--- config.mk ---
export PLATFORM = sky130hd
export DESIGN_NAME = tlc_back
export DESIGN_NICKNAME = d
export VERILOG_FILES = /design/src/design/tlc_pkg.sv /design/src/design/tlc_back.sv
export SDC_FILE = /design/constraint.sdc
export NUM_CORES = 1
export LEC_CHECK = 0
export CORE_MARGIN = 1.5
export CORE_UTILIZATION = 30
export DETAILED_ROUTE_END_ITERATION = 16
export DONT_BUFFER_PORTS = 1
export PLACE_DENSITY_LB_ADDON = 0.05
export SYNTH_ARGS = -nofsm -noshare
export SYNTH_HDL_FRONTEND = slang
export SYNTH_SLANG_ARGS = --single-unit
export TNS_END_PERCENT = 1
--- constraint.sdc ---
create_clock -name clk -period 6.04 [get_ports clk]
set_input_delay 0.906 -clock clk [delete_from_list [all_inputs] [get_ports clk]]
set_output_delay 0.906 -clock clk [all_outputs]
set_load 0.02 [all_outputs]
--- src/design/tlc_pkg.sv ---
`default_nettype none
package tlc_pkg;

    localparam int SUM_W = 63;
    localparam int CNT_W = 16;
    localparam int N_W = 34;
    localparam int M_W = 69;
    localparam int DOT_W = 69;
    localparam int SQ_W = 2 * DOT_W;
    localparam logic [SUM_W-1:0] SUM_MAX = {SUM_W{1'b1}};
    localparam logic [CNT_W-1:0] CNT_MAX = {CNT_W{1'b1}};
    localparam logic signed [15:0] ONE_Q14 = 16'sd16384;

    typedef enum logic [2:0] {
        REG_TRK_X   = 3'd0,
        REG_TRK_Y   = 3'd1,
        REG_SLOPE_X = 3'd2,
        REG_SLOPE_Y = 3'd3,
        REG_REF_Z   = 3'd4
    } reg_idx_t;

    // one classified line between front and back
    typedef struct packed {
        logic                   parallel;
        logic [SQ_W-1:0]        dot_sq;
        logic [M_W-1:0]         norm_sq;
        logic                   last;
    } line_job_t;

    typedef enum logic [1:0] {
        BK_IDLE,
        BK_DIV,
        BK_ACC,
        BK_OUT
    } back_state_t;

endpackage
`default_nettype wire

--- src/design/tlc_back.sv ---
`default_nettype none
module tlc_back
    import tlc_pkg::*;
(
    input  wire              clk,
    input  wire              rst_n,
    input  wire              job_valid,
    output logic             job_ready,
    input  line_job_t        job,
    output logic             out_valid,
    input  wire              out_ready,
    output logic [SUM_W-1:0] sum,
    output logic [CNT_W-1:0] count,
    output logic             degen,
    output logic             sat
);

    back_state_t state_reg, state_next;
    logic [SQ_W-1:0]  num_reg;
    logic [M_W:0]     rem_reg;
    logic [M_W-1:0]   den_reg;
    logic [7:0]       step_reg;
    logic             last_reg;
    logic [SUM_W-1:0] acc_reg;
    logic [CNT_W-1:0] cnt_reg;
    logic             par_reg, sat_reg;
    logic [SUM_W-1:0] osum_reg;
    logic [CNT_W-1:0] ocnt_reg;
    logic             opar_reg, osat_reg;

    logic [M_W:0]     trial;
    logic             ge;
    logic [SUM_W:0]   added;
    logic             take;
    logic             q_big;
    logic             emit;

    assign trial = {rem_reg[M_W-1:0], num_reg[SQ_W-1]};
    assign ge = trial >= {1'b0, den_reg};
    assign added = {1'b0, acc_reg} + {1'b0, num_reg[SUM_W-1:0]};
    assign take = job_valid && job_ready;
    // quotient of 2^63 or more
    assign q_big = |num_reg[SQ_W-M_W-1:SUM_W];
    assign emit = (state_reg == BK_OUT) && (!out_valid || out_ready);

    always_comb
    begin
        state_next = state_reg;
        unique case (state_reg)
            BK_IDLE:
                if (job_valid)
                    state_next = (job.parallel || job.dot_sq[SQ_W-1:SQ_W-M_W] >= job.norm_sq)
                               ? (job.last ? BK_OUT : BK_IDLE) : BK_DIV;
            BK_DIV:
                if (step_reg == 8'(SQ_W - M_W - 1))
                    state_next = BK_ACC;
            BK_ACC:
                state_next = last_reg ? BK_OUT : BK_IDLE;
            BK_OUT:
                if (!out_valid || out_ready)
                    state_next = BK_IDLE;
            default:
                state_next = BK_IDLE;
        endcase
    end

    always_comb
    begin
        job_ready = (state_reg == BK_IDLE);
    end

    always_ff @(posedge clk or negedge rst_n)
    begin
        if (!rst_n)
        begin
            state_reg <= BK_IDLE;
            acc_reg <= '0;
            cnt_reg <= '0;
            par_reg <= 1'b0;
            sat_reg <= 1'b0;
            out_valid <= 1'b0;
            step_reg <= '0;
            last_reg <= 1'b0;
        end
        else
        begin
            state_reg <= state_next;
            if (emit)
                out_valid <= 1'b1;
            else if (out_valid && out_ready)
                out_valid <= 1'b0;
            unique case (state_reg)
                BK_IDLE:
                    if (take)
                    begin
                        last_reg <= job.last;
                        step_reg <= '0;
                        if (job.parallel)
                            par_reg <= 1'b1;
                        else
                        begin
                            if (cnt_reg != CNT_MAX)
                                cnt_reg <= cnt_reg + 1'b1;
                            if (job.dot_sq[SQ_W-1:SQ_W-M_W] >= job.norm_sq)
                            begin
                                acc_reg <= SUM_MAX;
                                sat_reg <= 1'b1;
                            end
                        end
                    end
                BK_DIV:
                    step_reg <= step_reg + 1'b1;
                BK_ACC:
                    if (q_big || added[SUM_W])
                    begin
                        acc_reg <= SUM_MAX;
                        sat_reg <= 1'b1;
                    end
                    else
                        acc_reg <= added[SUM_W-1:0];
                BK_OUT:
                    if (emit)
                    begin
                        acc_reg <= '0;
                        cnt_reg <= '0;
                        par_reg <= 1'b0;
                        sat_reg <= 1'b0;
                    end
                default:
                    ;
            endcase
        end
    end

    // restoring division; quotient bits shift into the low end of num_reg
    always_ff @(posedge clk)
    begin
        if (state_reg == BK_IDLE && take)
        begin
            rem_reg <= {1'b0, job.dot_sq[SQ_W-1:SQ_W-M_W]};
            num_reg <= {job.dot_sq[SQ_W-M_W-1:0], {M_W{1'b0}}};
            den_reg <= job.norm_sq;
        end
        else if (state_reg == BK_DIV)
        begin
            rem_reg <= ge ? trial - {1'b0, den_reg} : trial;
            num_reg <= {num_reg[SQ_W-2:0], ge};
        end
        if (emit)
        begin
            osum_reg <= acc_reg;
            ocnt_reg <= cnt_reg;
            opar_reg <= par_reg;
            osat_reg <= sat_reg;
        end
    end

    assign sum = osum_reg;
    assign count = ocnt_reg;
    assign degen = opar_reg;
    assign sat = osat_reg;

endmodule
`default_nettype wire
# Word-level counts from Yosys, hierarchy flattened
# Cells that the tools add are included.
[word_totals] latchBits=0 out_inout_bits=83 ramBits=0 romBits=0 inputBits=213 n_memories=0 reg_bits=450 word_cells=95
[classes] bitwise=0 n_mux=36 div=0 reduce_logical=22 order_cmp=2 mul=0 add_sub_neg=4 n_shift=0 eq_ne=15
[ops] cell="$mux W63" count=5
[ops] cell="$mux W138" count=2
[ops] cell="$mux W69" count=3
[ops] cell="$pmux W63 S3" count=1
[ops] cell="$ge A70 B69 Y1" count=1
[ops] cell="$ge A69 B69 Y1" count=1
[ops] cell="$sub A69 B69 Y69" count=1
[ops] cell="$add A63 B63 Y64" count=1
[ops] cell="$mux W16" count=4
[ops] cell="$pmux W16 S2" count=1
[ops] cell="$add A16 B1 Y16 const B" count=1
[ops] cell="$ne A16 B16 Y1 const B" count=1
[ops] cell="$pmux W8 S2" count=1
[ops] cell="$mux W2" count=6
[ops] cell="$ne A2 B1 Y1 const B" count=5
[ops] cell="$ne A2 B2 Y1 const B" count=5
[ops] cell="$reduce_and A5 Y1" count=2
[ops] cell="$mux W1" count=9
[ops] cell="$add A8 B1 Y8 const B" count=1
[ops] cell="$eq A8 B7 Y1 const B" count=1
[ops] cell="$mux W8" count=1
[ops] cell="$pmux W2 S4" count=1
[ops] cell="$reduce_bool A2 Y1" count=4
[ops] cell="$reduce_and A6 Y1" count=1
[ops] cell="13 further kinds" count=20

# Depth between registers and ports, before layout
[logic_depth] word_depth=5 ltp_mapped=16 depth_no_buf=15

# Worst setup path after synthesis
# OpenSTA, ideal clock, no wires.
[synth_timing] path_type="flip-flop to flip-flop" from="register state_reg[1]" to="register step_reg[2]" setup_time_ps=129 slack_ps=1207 period_less_slack_ps=4833 path_buffers=1 required_time_ps=5911 t_arrival_ps=4704 path_stages_with_launch=8 path_cell_list="dfrtp_1 > nor2_1 > nand2_1 > clkbuf_1 > nand2_1 > o21ai_0 > nand2_1 > o21ai_0"
[synth_via] elab_chain_cells=4 word_cells_on_any_way=7 cone_classes="eq/ne (2); mux (1); reduce/logical (4)"
[synth_rtl] item="start, declared" line_no="tlc_back.sv:18" text="back_state_t state_reg, state_next;"
[synth_rtl] item="start signal, assigned" line_no="tlc_back.sv:87" text="state_reg <= state_next;"
[synth_rtl] item="$logic_not A2 Y1 (*)" line_no="tlc_back.sv:69" text="job_ready = (state_reg == BK_IDLE);"
[synth_rtl] item="via job_ready" line_no="tlc_back.sv:8" text="output logic job_ready,"
[synth_rtl] item="$logic_and A1 B1 Y1" line_no="tlc_back.sv:41" text="assign take = job_valid && job_ready;"
[synth_rtl] item="$ne A2 B1 Y1 (no line)"
[synth_rtl] item="$reduce_and A2 Y1 (no line)"
[synth_rtl] item="end signal, assigned" line_no="tlc_back.sv:112" text="step_reg <= step_reg + 1'b1;"
[synth_rtl] item="end, declared" line_no="tlc_back.sv:22" text="logic [7:0] step_reg;"
# The timed path passes the listed nets; every way through them passes the cells marked *.
# A chain may end at the register's enable or synchronous reset.

# Worst setup path in the final report
[layout_timing] from="register den_reg[2]" to="register rem_reg[0], data pin"
[layout_via] elab_chain_cells=4
[layout_rtl] item="start, declared" line_no="tlc_back.sv:21" text="logic [M_W-1:0] den_reg;"
[layout_rtl] item="start signal, assigned" line_no="tlc_back.sv:142" text="den_reg <= job.norm_sq;"
[layout_rtl] item="$ge A70 B69 Y1" line_no="tlc_back.sv:39" text="assign ge = trial >= {1'b0, den_reg};"
[layout_rtl] item="$mux W69" line_no="tlc_back.sv:146" text="rem_reg <= ge ? trial - {1'b0, den_reg} : trial;"
[layout_rtl] item="$mux W69" line_no="tlc_back.sv:144" text="else if (state_reg == BK_DIV)"
[layout_rtl] item="$mux W69" line_no="tlc_back.sv:138" text="if (state_reg == BK_IDLE && take)"
[layout_rtl] item="end signal, assigned" line_no="tlc_back.sv:140" text="rem_reg <= {1'b0, job.dot_sq[SQ_W-1:SQ_W-M_W]};"
[layout_rtl] item="end signal, assigned" line_no="tlc_back.sv:146"
[layout_rtl] item="end, declared" line_no="tlc_back.sv:20" text="logic [M_W:0] rem_reg;"
# No other way between the ends. The select of a mux whose other input is x is not followed.

==> metrics.txt <==
run status=complete, no violations; final setup fails=0; CTS Hold Bufs=1; Rows=~110; post-CTS setup buffers=0; IO Pins=296; global-route wire length before repair=126,000 um; syn avg cell area=9.39 um2; Max Cap Viol=0; GRT Total Usage=0.178; CTS tree=built; Remaining DRCs=0; core occupancy in the finished layout=0.340; H-Tree Depth=2; power density cells=roughly 240 nW/um2; Post-synth ARST share=0.207; DPL Wire Length=58,500 um; clock buffer depth=3; ranking of synthesized cells by area=edfxtp_1 33%, ha_1 9.6%, dfrtp_1 8.8%; crit path kind=flop to flop; Clock Sinks=450; post-synth top area cell=edfxtp_1; startpoint types=flop; worst skew pair latency=0.62 ns; Critical Path End Type=flop; Setup Skew=0.0210 ns; wire per inst=~20 um; Rel. slew slack=0.233; synthesized area=around 27,000 um2; DRT antenna net count=0; crit path max fanout=106; Slew @ Worst Pin=1.15 ns; final-report max-slew violation count=0; Largest register FFs=138; Area Growth Syn to Fin=11.6%; Main synth FF type=edfxtp_1; final layout net count=3,185; number of synthesized flops with an enable pin=~290; Yosys top cell area share=0.326; pin count of the biggest net entering global routing=137; Yosys Warn Count=0; die height=about 300 um; peak supply drop=about 200 uV; number of library cell types mapped by synthesis=79; die width=roughly 300 um; Port Buffer Count=0; Starting Density=0.304; post-synthesis register bit count=450; Iter 0 DRT Violations=1,120; synthesized net count=3,249; worst path required time=between 6 and 7 ns; area of the die=90,300 um2; gr ovfl total=0; via count=20.4k; post-CTS sizing=0; Core Footprint=between 80,000 and 90,000 um2; fin crit period=4.77 ns; min-delay worst type=input port to asynchronous set/reset pin; vias in the first global route=around 21k; layout cell share with drive strength beyond 1=0.0491; clk root buf=clkbuf_16; critical path arrival=around 5.1 ns; Gate Count Post-Synth=2,830; Clk pin slew, worst setup/hold paths=0.06 ns; overall routed net length=just over 80,000 um; Placer Congestion=0.852; DR vias/cell=5.13; initial antenna violation count=2; Hold Vio Cnt, Final=0; RSZ-0062 raised after global routing=false; sequential share of the synthesized area=0.465; period utilization=0.789; setup TNS=0 ns; TritonCTS buffer count=56; Max Clk Rate=0.210 GHz; Leak Pwr=12.6 nW; first-pass iteration count of the detailed router=5
-- cell type report --
| class | count | area, um2 |
|---|---|---|
| Clock inverter | 28 | 362 |
| Multi-Input combinational cell | 2064 | 13000 |
| Clock buffer | 77 | 1560 |
| Antenna cell | 1 | 2.50 |
| Fill cell | 9031 | 57700 |
| Timing Repair Buffer | 17 | 210 |
| Inverter | 177 | 669 |
| Sequential cell | 450 | 12400 |
| Tap cell | 1155 | 1450 |
-- cells in the mapped netlist, types with 69 or more instances --
cell type,count
nand2_1,348
edfxtp_1,288
a21oi_1,283
nor2_1,271
ha_1,204
inv_1,177
nand3_1,115
o21ai_0,101
clkbuf_1,95
dfrtp_1,93
a21o_1,83
o21ai_1,77
a22o_1,69
dfxtp_1,69
-- metal layers --
| metal | vias up | global-route usage | wire [um] |
|---|---|---|---|
| li1 | 10100 | - | - |
| met2 | 353 | 0.307 | 39500 |
| met1 | 9829 | 0.227 | 36200 |
| met3 | 103 | 0.0358 | 3960 |
| met5 | - | 0 | 13 |
| met4 | 2 | 0.0428 | 1840 |
-- report_power, final --
group          internal, mW  leakage (nW)  switching [mW]  total, mW
Combinational         0.152          7.23           0.229      0.381
Sequential             3.28          4.40          0.0254       3.30
Clock                  2.11         0.945            1.43       3.55
Total                  5.55          12.6            1.69       7.23
-- placed cells by master, fill, tap and decap left out, types with 15 or more instances in the layout --
master     netlist  layout
nor3_1          21      21
xnor2_1         64      64
xor2_1          66      66
ha_1           204     204
nand2b_1        17      17
a21oi_1        283     283
inv_1          177     176
nand3_1        115     115
mux2i_1         15      15
clkbuf_16        0      57
nand2_1        348     344
a21o_1          83      83
o21a_1          16      16
dfxtp_1         69      69
o21ai_1         77      77
nor2b_1         19      18
o21bai_1        22      22
edfxtp_1       288     288
nand4_1         56      56
a22o_1          69      69
a31oi_1         21      21
o211ai_1        15      15
and3_1          15      15
dfrtp_1         93      93
a211oi_1        27      27
nor2_1         271     270
o21ai_0        101     101
nor4_1          16      16
-- critical path, cell delays in order, from the launching register on --
cell       delay, ns
edfxtp_1        0.42
inv_1           0.07
ha_1            0.33
nor2b_1         0.18
o31ai_1         0.42
a2111oi_0       0.32
o21ai_1         0.53
a21oi_1         0.17
nor3_2          0.30
o21ai_1         0.16
a211oi_4        0.33
buf_12          0.42
nor2_1          0.08
a211oi_1        0.47
a21oi_1         0.17
-- worst paths after layout --
kind                                          start                       end  slack, ns  cells past startpoint
max                            den_reg[2]$_DFFE_PP_      rem_reg[0]$_DFFE_PP_       1.27                     14
min                                           rst_n   acc_reg[43]$_DFFE_PN0P_       0.22                      1
max reg2reg                    den_reg[2]$_DFFE_PP_      rem_reg[0]$_DFFE_PP_       1.27                     14
min reg2reg                num_reg[66]$_SDFFE_PP0P_  num_reg[67]$_SDFFE_PP0P_       0.45                      2
max in group asynchronous                     rst_n   step_reg[3]$_DFFE_PN0P_       5.39                      1
min in group clk                            job[27]     den_reg[26]$_DFFE_PP_       0.38                      0
-- logic make-up after synthesis --
| family | synth area share |
|---|---|
| xor+xnor | 0.0429 |
| buf+inv | 0.0466 |
| mux | 0.00608 |
| simple gates | 0.153 |
| flops | 0.465 |
| compound gates | 0.189 |
| fa+ha+maj | 0.0976 |
-- metrics by stage --
step           cells  hold slack (ns)  cell area, um2  setup WS [ns]  power (mW)
2_1_floorplan   2830            0.426           26600           1.21        3.63
3_3_place_gp    3862            0.443           27700          0.738        3.73
3_5_place_dp    3862            0.443           27700          0.620        3.73
4_1_cts         3968            0.203           29600           1.14        7.36
5_1_grt         3968            0.224           29600          0.987        7.53
6_report        3969            0.220           29600           1.27        7.23
Note: power is estimated with default switching activity, not from simulation.
