### config.mk
export PLATFORM = sky130hd
export DESIGN_NAME = tlc_fifo
export DESIGN_NICKNAME = d
export VERILOG_FILES = /design/src/design/tlc_pkg.sv /design/src/design/tlc_fifo.sv
export SDC_FILE = /design/constraint.sdc
export NUM_CORES = 1
export LEC_CHECK = 0
export BUFFER_PORTS_ARGS = -buffer_cell sky130_fd_sc_hd__buf_4
export CORE_UTILIZATION = 50
export CTS_CLUSTER_SIZE = 28
export DETAILED_ROUTE_END_ITERATION = 8
export PLACE_DENSITY = 0.87
export SLEW_MARGIN = 20
export SYNTH_ARGS = -nofsm -noshare
export SYNTH_HDL_FRONTEND = slang
export SYNTH_SLANG_ARGS = --single-unit
### constraint.sdc
create_clock -name clk -period 17.2 [get_ports clk]
set_input_delay 0.86 -clock clk [delete_from_list [all_inputs] [get_ports clk]]
set_output_delay 0.86 -clock clk [all_outputs]
set_load 0.01 [all_outputs]
### src/design/tlc_pkg.sv
`default_nettype none
package tlc_pkg;

    localparam int SUM_W = 63;
    localparam int CNT_W = 16;
    localparam int N_W = 34;
    localparam int M_W = 69;
    localparam int DOT_W = 69;
    localparam int SQ_W = 2 * DOT_W;
    localparam logic [SUM_W-1:0] SUM_MAX = {SUM_W{1'b1}};
    localparam logic [CNT_W-1:0] CNT_MAX = {CNT_W{1'b1}};
    localparam logic signed [15:0] ONE_Q14 = 16'sd16384;

    typedef enum logic [2:0] {
        REG_TRK_X   = 3'd0,
        REG_TRK_Y   = 3'd1,
        REG_SLOPE_X = 3'd2,
        REG_SLOPE_Y = 3'd3,
        REG_REF_Z   = 3'd4
    } reg_idx_t;

    // one classified line between front and back
    typedef struct packed {
        logic                   parallel;
        logic [SQ_W-1:0]        dot_sq;
        logic [M_W-1:0]         norm_sq;
        logic                   last;
    } line_job_t;

    typedef enum logic [1:0] {
        BK_IDLE,
        BK_DIV,
        BK_ACC,
        BK_OUT
    } back_state_t;

endpackage
`default_nettype wire

### src/design/tlc_fifo.sv
`default_nettype none
module tlc_fifo
    import tlc_pkg::*;
(
    input  wire        clk,
    input  wire        rst_n,
    input  wire        wr_valid,
    output logic       wr_ready,
    input  line_job_t  wr_data,
    output logic       rd_valid,
    input  wire        rd_ready,
    output line_job_t  rd_data
);

    line_job_t mem_reg [2];
    logic       wp_reg, rp_reg;
    logic [1:0] cnt_reg;
    logic       wr, rd;

    assign wr_ready = cnt_reg != 2'd2;
    assign rd_valid = cnt_reg != 2'd0;
    assign wr = wr_valid && wr_ready;
    assign rd = rd_valid && rd_ready;
    assign rd_data = mem_reg[rp_reg];

    always_ff @(posedge clk or negedge rst_n)
    begin
        if (!rst_n)
        begin
            wp_reg <= 1'b0;
            rp_reg <= 1'b0;
            cnt_reg <= 2'd0;
        end
        else
        begin
            if (wr)
                wp_reg <= !wp_reg;
            if (rd)
                rp_reg <= !rp_reg;
            cnt_reg <= cnt_reg + 2'(wr) - 2'(rd);
        end
    end

    always_ff @(posedge clk)
    begin
        if (wr)
            mem_reg[wp_reg] <= wr_data;
    end

endmodule
`default_nettype wire

Word-level counts from Yosys, hierarchy flattened
Memories as Yosys holds them, arrays and structs flattened.
Cells that the tools add are included.
W data, S select, Z words.
{"block": "totals", "reg_bits": 4, "mem_bits_rw": 418, "in_bits": 213, "output_inout_bits": 211, "mem_count": 1}
{"block": "op_classes", "n_addsub": 2, "n_eq_ne": 1, "muxes": 2, "n_reduce_logical": 5}
{"memory": "mem_reg", "words": 2, "word_bits": 209, "read_ports": 1, "rd_clocked_by_memory_dff": 0, "write_ports": 1, "line": "tlc_fifo.sv:15", "source": "line_job_t mem_reg [2];"}
{"cell": "$add A2 B1 Y2", "n": 1}
{"cell": "$logic_and A1 B1 Y1", "n": 2}
{"cell": "$logic_not A1 Y1", "n": 2}
{"cell": "$mux W1", "n": 2}
{"cell": "$ne A2 B2 Y1 const B", "n": 1}
{"cell": "$reduce_bool A2 Y1", "n": 1}
{"cell": "$sub A2 B1 Y2", "n": 1}

Longest topological paths before layout
Gate-level depths: netlist of the first run.
{"block": "logic_depth", "ltp_word": 4, "depth_mapped": 5}

Least setup slack after synthesis of the first run
OpenSTA, ideal clock, no wires.
{"block": "synth_path", "path_type": "in2reg", "startpoint": "in wr_valid", "endpoint": "mem mem_reg[0][0] (netlist bit) (enable)", "setup_time_ps": 781, "arrival_ps": 9599, "required_ps": 16419, "path_slack_ps": 6819, "cell_stages": 2, "path_buffers": 0, "cell_sequence": "nand2_1 > nor2_1"}
{"block": "synth_between", "elab_chain_len": 3}
{"item": "from (decl)", "line": "tlc_fifo.sv:7", "source": "input wire wr_valid,"}
{"item": "$logic_and A1 B1 Y1", "line": "tlc_fifo.sv:22", "source": "assign wr = wr_valid && wr_ready;"}
{"item": "$mux W1", "line": "tlc_fifo.sv:46", "source": "if (wr)"}
{"item": "$mux W1 (implied by the code)", "line": "tlc_fifo.sv:47", "source": "mem_reg[wp_reg] <= wr_data;"}
{"item": "to (decl)", "line": "tlc_fifo.sv:15"}
No other way between the ends.

==> results of run 1 <==
-- kinds of logic after synthesis --
family	count (synthesis)	share of synthesized area, %
AOI/OAI and AO/OA	3	0.1545
and+or+nand+nor	11	0.3905
adders and majority gates	1	0.08133
xor gates and xnor gates	3	0.1709
muxes	209	15.30
DFF	422	82.26
buffers and inverters	23	1.643
-- worst max-delay path, cell delays in order, from the launching register on --
cell     delay (ns)
dfrtp_4        1.12
buf_4          0.86
mux2_2         0.43
buf_4          0.16
-- layer usage --
layer	global-route usage (%)	up-vias	share of wire [%]
met5	0	-	0.040
met2	34.49	358	52
met1	21.36	3981	35
li1	-	3582	-
met3	6.191	106	8.1
met4	10.58	2	5.2
-- layout by cell type, fill, tap and decap left out, drive strengths merged --
cell / instances
a311oi: 1
and3: 1
buf: 430
bufinv: 6
clkbuf: 56
clkinv: 9
dfrtp: 4
edfxtp: 418
ha: 1
mux2: 209
nand2: 2
nand2b: 1
nand3: 1
nor2: 3
nor2b: 1
nor4bb: 1
o21ai: 1
o21ba: 1
or2: 1
xnor2: 3
-- cell type report --
type	instances	share of cell area, %
Timing Repair Buffer	430	15.94
Clock inverter	15	1.087
Clock buffer	56	5.812
Multi-Input combinational cell	227	12.28
Tap cell	390	2.409
Sequential cell	422	62.48
-- stage by stage --
step                utilization (%)  hold slack, ns
floorplan                         -          0.4600
global placement              62.96          0.5436
detailed placement            62.96          0.5483
CTS                           67.63          0.1080
global route                  67.63          0.1074
finish                        67.63          0.1274
-- how the worst max path moves through the flow --
stage / slack, ns / to / cells after the start
floorplan: 6.82 / mem_reg[0][0] / 2
global placement: 13.65 / mem_reg[0][89] / 5
detailed placement: 13.59 / mem_reg[0][96] / 5
CTS: 13.13 / rd_data[119] / 3
global route: 12.98 / rd_data[119] / 3
finish: 13.18 / rd_data[119] / 3
-- power breakdown --
part           switching (mW)  internal, mW
Clock                   0.351         0.567
Combinational           0.520         0.541
Sequential             0.0864          1.41
==> qor.yml, run 1 <==
critical_path:
  reg2reg_from: "cnt_reg[0]"
  path_class: "flip-flop to output port"
  crit_start: "rp_reg"
  arrival_ns: 3.16
  cp_max_fo: 73
  cp.required_ns: 16.34
  rrSetupSlack_ns: 13.96
  rr_worst_depth: 5
  startpoint_type: "flip-flop"
  regToRegEndpoint: "mem_reg[0][92]"
  worst_setup_path_end_kind: "output port"
status:
  outcome: "finished clean"
drt:
  avgViaCountPerCell: 5.214
  avgRoutedWirePerCell_um: 20.91
  routed-via-count: 8029
  drt-pass1-iter-count: 4
  routed_wl_mm: 32.20
  drt_iter0_markers: 358
  postRouteAntennaNets: 0
  drc: 0
logic_synthesis:
  yosysUniqueCellTypes: 18
  yosys_warnings: 0
  ys_ff_latch: 422
  synth_edf_count: 418
  synth_largest_area_cell: "edfxtp_1"
  synthTopCellsByArea: "edfxtp_1, mux2_2, buf_6"
  ys_seq_area_share_pct: 82.26
  syn_area_per_cell_um2: 22.89
  synthFlopType: "edfxtp_1"
  synth_area_um2: 15380
  yosys.area.top_type_share_pct: 81.61
  netlist_instances: 672
  async_reset_ff_share_pct: 0.9479
  synth_most_common_cell: "edfxtp_1"
  synth_nets: 886
  synth_common_cells: "edfxtp_1, mux2_2, buf_6"
clocking:
  cts.htree.levels: 2
  cts_buffers: 42
  clkSlewWorstSetupHoldPaths_ns: 0.06
  cts_tree: "built"
  clkLatencyLatePin_ns: 0.52
  cts.sinks: 422
  cts_root_buffer: "clkbuf_16"
  clockBufferDepth: 3
  cts-resized-gates: 0
  cts_setup_buffers: 0
  ctsHoldBuffers: 0
layout:
  diodes: 0
  nets: 1337
  multiInputGateArea_um2: 2487
  ff_latch_area_um2: 12660
  fill_cells: 1879
  largest_reg_flops: 418
  syn_to_final_growth_pct: 31.70
  final_cell_area_um2: 20260
  drive_gt1_share_pct: 60.70
  layout.cells.non_filler: 1540
sta:
  report.final.hold_viol_count: 0
  min_period_ns: 4.019
  worstMarginPinSlew_ns: 1.071
  fin_skew_ns: 0.01541
  fin_crit_sh_pct: 23.37
  maxSlewHeadroom_pct: 28.62
  fmax_ghz: 0.2488
  setup_viol: 0
  finalWorstSetupSlack_ns: 13.18
  rsz0062_at_grt: "false"
  fin_tns_setup_ns: 0
  slew_violations: 0
place:
  finalWeightedCongestion: 0.8206
  dp.cells: 1469
  dp_hpwl_mm: 21.75
  placed_area_um2: 18860
  pre_cts_ws_ns: 13.59
  io_buffers: 423
job:
  maxCapViolations: 0
pwr:
  ir_drop_v: 0.0001281
  powerDensity_nw_per_um2: 171.5
  total_leakage_power_nw: 7.545
  total_power_mw: 3.474
floorplanning:
  die_area_um2: 31470
  coreArea_um2: 29950
  rows: 63
  ios: 424
  die_h_um: 177.4
  die_w_um: 177.4
  initial_utilization_pct: 51.35
grt:
  overflow: 0
  first_global_vias: 8514
  grt_pass1_wl_mm: 46.33
  antenna_found_initial: 1
  grt_max_degree: 80
  gr-usage-all-layers_pct: 19.75
min_path:
  hp-class: "primary input to asynchronous set/reset pin"
Power figures use the tool's default switching activity.
==> run 2: changes to the inputs <==
--- a/config.mk
+++ b/config.mk
@@ -5,6 +5,7 @@
 export SDC_FILE = /design/constraint.sdc
 export NUM_CORES = 1
 export LEC_CHECK = 0
+export ABC_AREA = 1
 export BUFFER_PORTS_ARGS = -buffer_cell sky130_fd_sc_hd__buf_4
 export CORE_UTILIZATION = 50
 export CTS_CLUSTER_SIZE = 28
==> constraint.sdc (replaced) <==
create_clock -name clk -period 3.9 [get_ports clk]
set_input_delay 0.195 -clock clk [delete_from_list [all_inputs] [get_ports clk]]
set_output_delay 0.195 -clock clk [all_outputs]
set_load 0.01 [all_outputs]
==> run 2 against run 1 <==
  * Core utilization increased by 7.4 points
  * Routed wire length rose by 42%
  * Die area is 0.30% higher
  * Final area rose by 11%
  * Clock skew grew 0.0048 ns
  * Critical path type unchanged
  * Critical endpoint is now rd_data[11]
  * Largest power group unchanged
==> qor.yml, run 2 <==
logic_synthesis:
  synth_largest_area_cell: "edfxtp_1"
  netlist_instances: 1123
  synth_nets: 1337
  synthFlopType: "edfxtp_1"
  yosysUniqueCellTypes: 12
  syn_area_per_cell_um2: 13.74
  synth_area_um2: 15430
  ys_ff_latch: 422
  synth_edf_count: 418
  ys_seq_area_share_pct: 82.00
  yosys_warnings: 0
  synthTopCellsByArea: "edfxtp_1, nand2_1, buf_2"
  synth_common_cells: "nand2_1, edfxtp_1, buf_2"
  async_reset_ff_share_pct: 0.9479
  synth_most_common_cell: "nand2_1"
  yosys.area.top_type_share_pct: 81.36
clocking:
  cts_root_buffer: "clkbuf_16"
  cts-resized-gates: 0
  cts.sinks: 422
  clkSlewWorstSetupHoldPaths_ns: 0.06
  clockBufferDepth: 3
  cts_buffers: 42
  clkLatencyLatePin_ns: 0.52
  cts_tree: "built"
  ctsHoldBuffers: 211
  cts.htree.levels: 2
  cts_setup_buffers: 0
critical_path:
  cp_max_fo: 209
  worst_setup_path_end_kind: "output port"
  cp_slowest_stage_delay_ns: 0.53
  path_class: "flip-flop to output port"
  cp_cell_sequence: "buf_12, nand2_1, nand2_1, buf_4"
  cp.required_ns: 3.70
  cpMaxStageDelayCell: "buf_12"
  crit_family: "buffers and inverters"
  startpoint_type: "flip-flop"
  arrival_ns: 2.48
  crit_top_cell: "nand2_1"
  critical_path_buf_inv_count: 2
layout:
  fin_util_pct: 74.98
  drive_gt1_share_pct: 27.89
  layout.cells.non_filler: 2195
  layout_commonest_cell: "nand2_1"
  nets: 1980
  mostFrequentLayoutCells: "nand2_1, buf_4, edfxtp_1, dlygate4sd3_1, clkbuf_16"
  syn_to_final_growth_pct: 45.96
  final_cell_area_um2: 22520
  largest_reg_flops: 418
drt:
  avgRoutedWirePerCell_um: 20.89
  drc: 0
  avgViaCountPerCell: 5.250
  drt_iter0_markers: 891
  postRouteAntennaNets: 0
  drt-pass1-iter-count: 5
  routed_wl_mm: 45.85
  highest_layer: "met4"
  m1WireLength_mm: 15.28
  dr_wl_met3_mm: 4.569
  wl_met2_mm: 23.90
  routed-via-count: 11520
pwr:
  ir_drop_v: 0.0007256
  powerDensity_nw_per_um2: 737.2
  total_leakage_power_nw: 9.566
sta:
  maxSlewHeadroom_pct: 21.34
  setup_viol: 0
  report.final.hold_viol_count: 0
  rsz0062_at_grt: "false"
  finalWorstSetupSlack_ns: 1.222
  fmax_ghz: 0.3735
  min_period_ns: 2.678
  hold_slack_ns: 0.03130
  slew_violations: 0
  fin_crit_sh_pct: 68.66
  fin_skew_ns: 0.02017
  worstMarginPinSlew_ns: 1.180
place:
  dp_hpwl_mm: 23.62
  pre_cts_ws_ns: 1.738
  placed_area_um2: 18980
  io_buffers: 423
  dp.cells: 1901
  finalWeightedCongestion: 0.8071
floorplanning:
  coreArea_um2: 30030
  die_area_um2: 31560
  ios: 424
  die_h_um: 177.7
  initial_utilization_pct: 51.37
  rows: 63
  die_w_um: 177.7
grt:
  grt_pass1_wl_mm: 66.47
  first_global_vias: 12050
  grt_max_degree: 210
  antenna_found_initial: 5
  overflow: 0
  gr-usage-all-layers_pct: 28.40
min_path:
  hp-class: "primary input to asynchronous set/reset pin"
status:
  outcome: "finished clean"
job:
  maxCapViolations: 0
run 2: stage by stage:
stage	TNS (ns)	power [mW]
finish	0	16.60
global route	0	17.26
CTS	0	16.32
detailed placement	0	12.05
global placement	0	11.87
floorplan	-103.02	9.378
run 2: final cells by class:
class	count	area [um2]
repair buffers	645	5445
multi-input cells	647	2472
well taps	390	488.0
inverters	8	35.03
diodes	5	12.51
clock buffers	50	1145
clock inverters	28	265.3
flip-flops and latches	422	12660
fillers	1523	7513
run 2: final timing paths:
kind	startpoint	endpoint	slack, ns	cells after the start
max in group asynchronous	rst_n	rp_reg	3.74	2
min reg2reg	cnt_reg[0]	cnt_reg[0]	0.58	1
max	rp_reg	rd_data[11]	1.22	4
max reg2reg	cnt_reg[0]	mem_reg[0][41]	1.68	5
min in group clk	rd_ready	rp_reg	0.08	3
min	rst_n	cnt_reg[1]	0.03	2
run 2: report_power, final:
| part | leakage, nW | internal [mW] | switching, mW |
|---|---|---|---|
| clock | 0.693 | 2.43 | 1.71 |
| combinational | 4.94 | 2.30 | 3.67 |
| sequential | 3.93 | 6.19 | 0.303 |
| total | 9.57 | 10.9 | 5.68 |
run 2: logic make-up after synthesis:
kind of cell	after synthesis	synth area share, %
XOR/XNOR	1	0.05678
buffers and inverters	54	2.133
flip-flops	422	82.00
adder cells (fa/ha/maj)	1	0.08108
AO/OA/AOI/OAI	2	0.06481
AND/OR/NAND/NOR	643	15.66
run 2: per-layer routing:
metal | GRT usage (%) | vias to the layer above
met5 | 0 | -
met4 | 13.43 | 0
met3 | 7.948 | 149
met2 | 51.66 | 746
met1 | 30.23 | 5539
li1 | - | 5089
==> run 3: changes to the inputs <==
--- a/config.mk
+++ b/config.mk
@@ -5,7 +5,7 @@
 export SDC_FILE = /design/constraint.sdc
 export NUM_CORES = 1
 export LEC_CHECK = 0
-export ABC_AREA = 1
+export ABC_AREA = 0
 export BUFFER_PORTS_ARGS = -buffer_cell sky130_fd_sc_hd__buf_4
 export CORE_UTILIZATION = 50
 export CTS_CLUSTER_SIZE = 28
==> constraint.sdc (replaced) <==
create_clock -name clk -period 2.5 [get_ports clk]
set_input_delay 0.125 -clock clk [delete_from_list [all_inputs] [get_ports clk]]
set_output_delay 0.125 -clock clk [all_outputs]
set_load 0.01 [all_outputs]
==> run 3 against run 2 <==
  * Global-route usage fell by 3.3 points
  * First-iteration DRC count down 33%
  * Hold slack improved by 0.29 ns
  * Routed wire length down 12%
  * Core utilization grew 0.24 points
  * Via count is 20% lower
  * Largest power group unchanged
==> qor.yml, run 3 (synthesized netlist as in run 1, its figures left out) <==
status:
  outcome: "finished clean"
critical_path:
  rr_worst_depth: 3
  rrSetupSlack_ns: 0.60
  crit_top_cell: "buf_4"
  cpMaxStageDelayCell: "dfrtp_4"
  regToRegEndpoint: "mem_reg[1][100]"
  worst_setup_path_end_kind: "output port"
  cp_slowest_stage_delay_ns: 0.80
  cp_max_fo: 36
  cp_cell_sequence: "buf_4, mux2_2, buf_4"
  path_class: "flip-flop to output port"
  startpoint_type: "flip-flop"
  arrival_ns: 2.25
  cp.required_ns: 2.38
  reg2reg_from: "cnt_reg[0]"
clocking:
  clockBufferDepth: 3
  clkSlewWorstSetupHoldPaths_ns: 0.07
  cts_root_buffer: "clkbuf_16"
  cts_tree: "built"
  cts.sinks: 422
  cts_buffers: 42
  cts.htree.levels: 2
  cts-resized-gates: 0
  clkLatencyLatePin_ns: 0.52
floorplanning:
  die_h_um: 177.4
  rows: 63
  die_area_um2: 31470
  initial_utilization_pct: 51.35
  coreArea_um2: 29950
  die_w_um: 177.4
  ios: 424
grt:
  use_met2_pct: 48.70
  first_global_vias: 10270
  grt_max_degree: 88
  gr-usage-all-layers_pct: 25.09
  met1_usage_pct: 25.44
  grt_pass1_wl_mm: 58.00
  grt.busiest_layer: "met2"
  overflow: 0
  use_met3_pct: 4.713
  antenna_found_initial: 4
sta:
  report.final.hold_viol_count: 0
  fin_crit_sh_pct: 94.99
  fin_skew_ns: 0.01962
  fmax_ghz: 0.4211
  fin_tns_setup_ns: 0
  maxSlewHeadroom_pct: 61.20
  slew_violations: 0
  setup_viol: 0
  worstMarginPinSlew_ns: 0.5821
  hold_slack_ns: 0.3242
  min_period_ns: 2.375
  rsz0062_at_grt: "false"
drt:
  postRouteAntennaNets: 0
  drt-pass1-iter-count: 5
  drt_iter0_markers: 593
  routed_wl_mm: 40.26
  avgRoutedWirePerCell_um: 22.69
  drc: 0
  avgViaCountPerCell: 5.167
  routed-via-count: 9166
layout:
  mostFrequentLayoutCells: "buf_4, edfxtp_1, dlygate4sd3_1, mux2_2, clkbuf_16"
  nets: 1565
  syn_to_final_growth_pct: 46.49
  largest_reg_flops: 418
  layout_commonest_cell: "buf_4"
  fin_util_pct: 75.22
  drive_gt1_share_pct: 52.21
min_path:
  holdPathStages: 2
  hold_end: "mem_reg[0][167]"
  hp-class: "primary input to flip-flop"
  min_from: "wr_data[167]"
place:
  finalWeightedCongestion: 0.8060
  io_buffers: 423
  dp_hpwl_mm: 22.95
pwr:
  ir_drop_v: 0.0008508
  total_power_mw: 24.52
  powerDensity_nw_per_um2: 1088
  total_leakage_power_nw: 8.511
job:
  maxCapViolations: 0
run 3: changes by cell type in the layout (fill, tap and decap cells not counted), moves of 2 or more:
| cell | change |
|---|---|
| buf_12 | +2 |
| buf_4 | +9 |
| bufinv_16 | -3 |
| clkbuf_16 | -2 |
| clkbuf_8 | +4 |
| clkinv_1 | -4 |
| dlygate4sd3_1 | +2 |
| inv_1 | -7 |
| mux2_2 | +209 |
| nand2_1 | -633 |
| xnor2_1 | +3 |
run 3: how the worst max path moves through the flow:
| stage | startpoint | to | slack, ns | cells past startpoint |
|---|---|---|---|---|
| global route | rp_reg | rd_data[72] | 0.05 | 3 |
| floorplan | cnt_reg[0] | mem_reg[0][0] | -1.64 | 3 |
| finish | rp_reg | rd_data[6] | 0.13 | 3 |
| detailed placement | rp_reg | rd_data[72] | 0.65 | 3 |
| global placement | rp_reg | rd_data[72] | 0.68 | 3 |
| CTS | rp_reg | rd_data[72] | 0.09 | 3 |
run 3: through the flow:
step	cell area (um2)	setup slack, ns	instances
after floorplan	15400	-1.635	672
after global placement	19090	0.6825	1484
after detailed placement	19090	0.6548	1484
after CTS	22520	0.09390	1769
after global routing	22530	0.05198	1773
final	22530	0.1252	1774
run 3: critical path: cells and delay by family (launching register included):
family,cells,cell delay [ns]
flip-flops,1,0.80
multiplexers,1,0.39
buffers and inverters,2,0.52
run 3: repair_timing:
action                                  in CTS  in global routing
endpoints found under the setup margin       0                  0
setup buffers                                0                  0
endpoints found under the hold margin      424                  0
hold buffers                               213                  0
run 3: area by class of cell:
class / instances / area [um2]
diodes: 5 / 12.51
clock buffers: 53 / 1154
clock inverters: 19 / 146.4
fillers: 1554 / 7422
multi-input cells: 227 / 2502
flip-flops and latches: 422 / 12660
well taps: 390 / 488.0
repair buffers: 658 / 5573
run 3: where the power goes:
group / internal [mW] / total (mW) / switching, mW
registers: 9.66 / 10.2 / 0.566
clock network: 3.46 / 6.01 / 2.55
logic: 4.21 / 8.28 / 4.08
total: 17.3 / 24.5 / 7.19
run 3: layer usage:
metal	share of wire [%]	wire (um)	up-vias
li1	-	-	4042
met1	33	13330	4579
met2	57	22910	443
met3	5.8	2343	102
met4	4.2	1678	0
met5	0	0	-
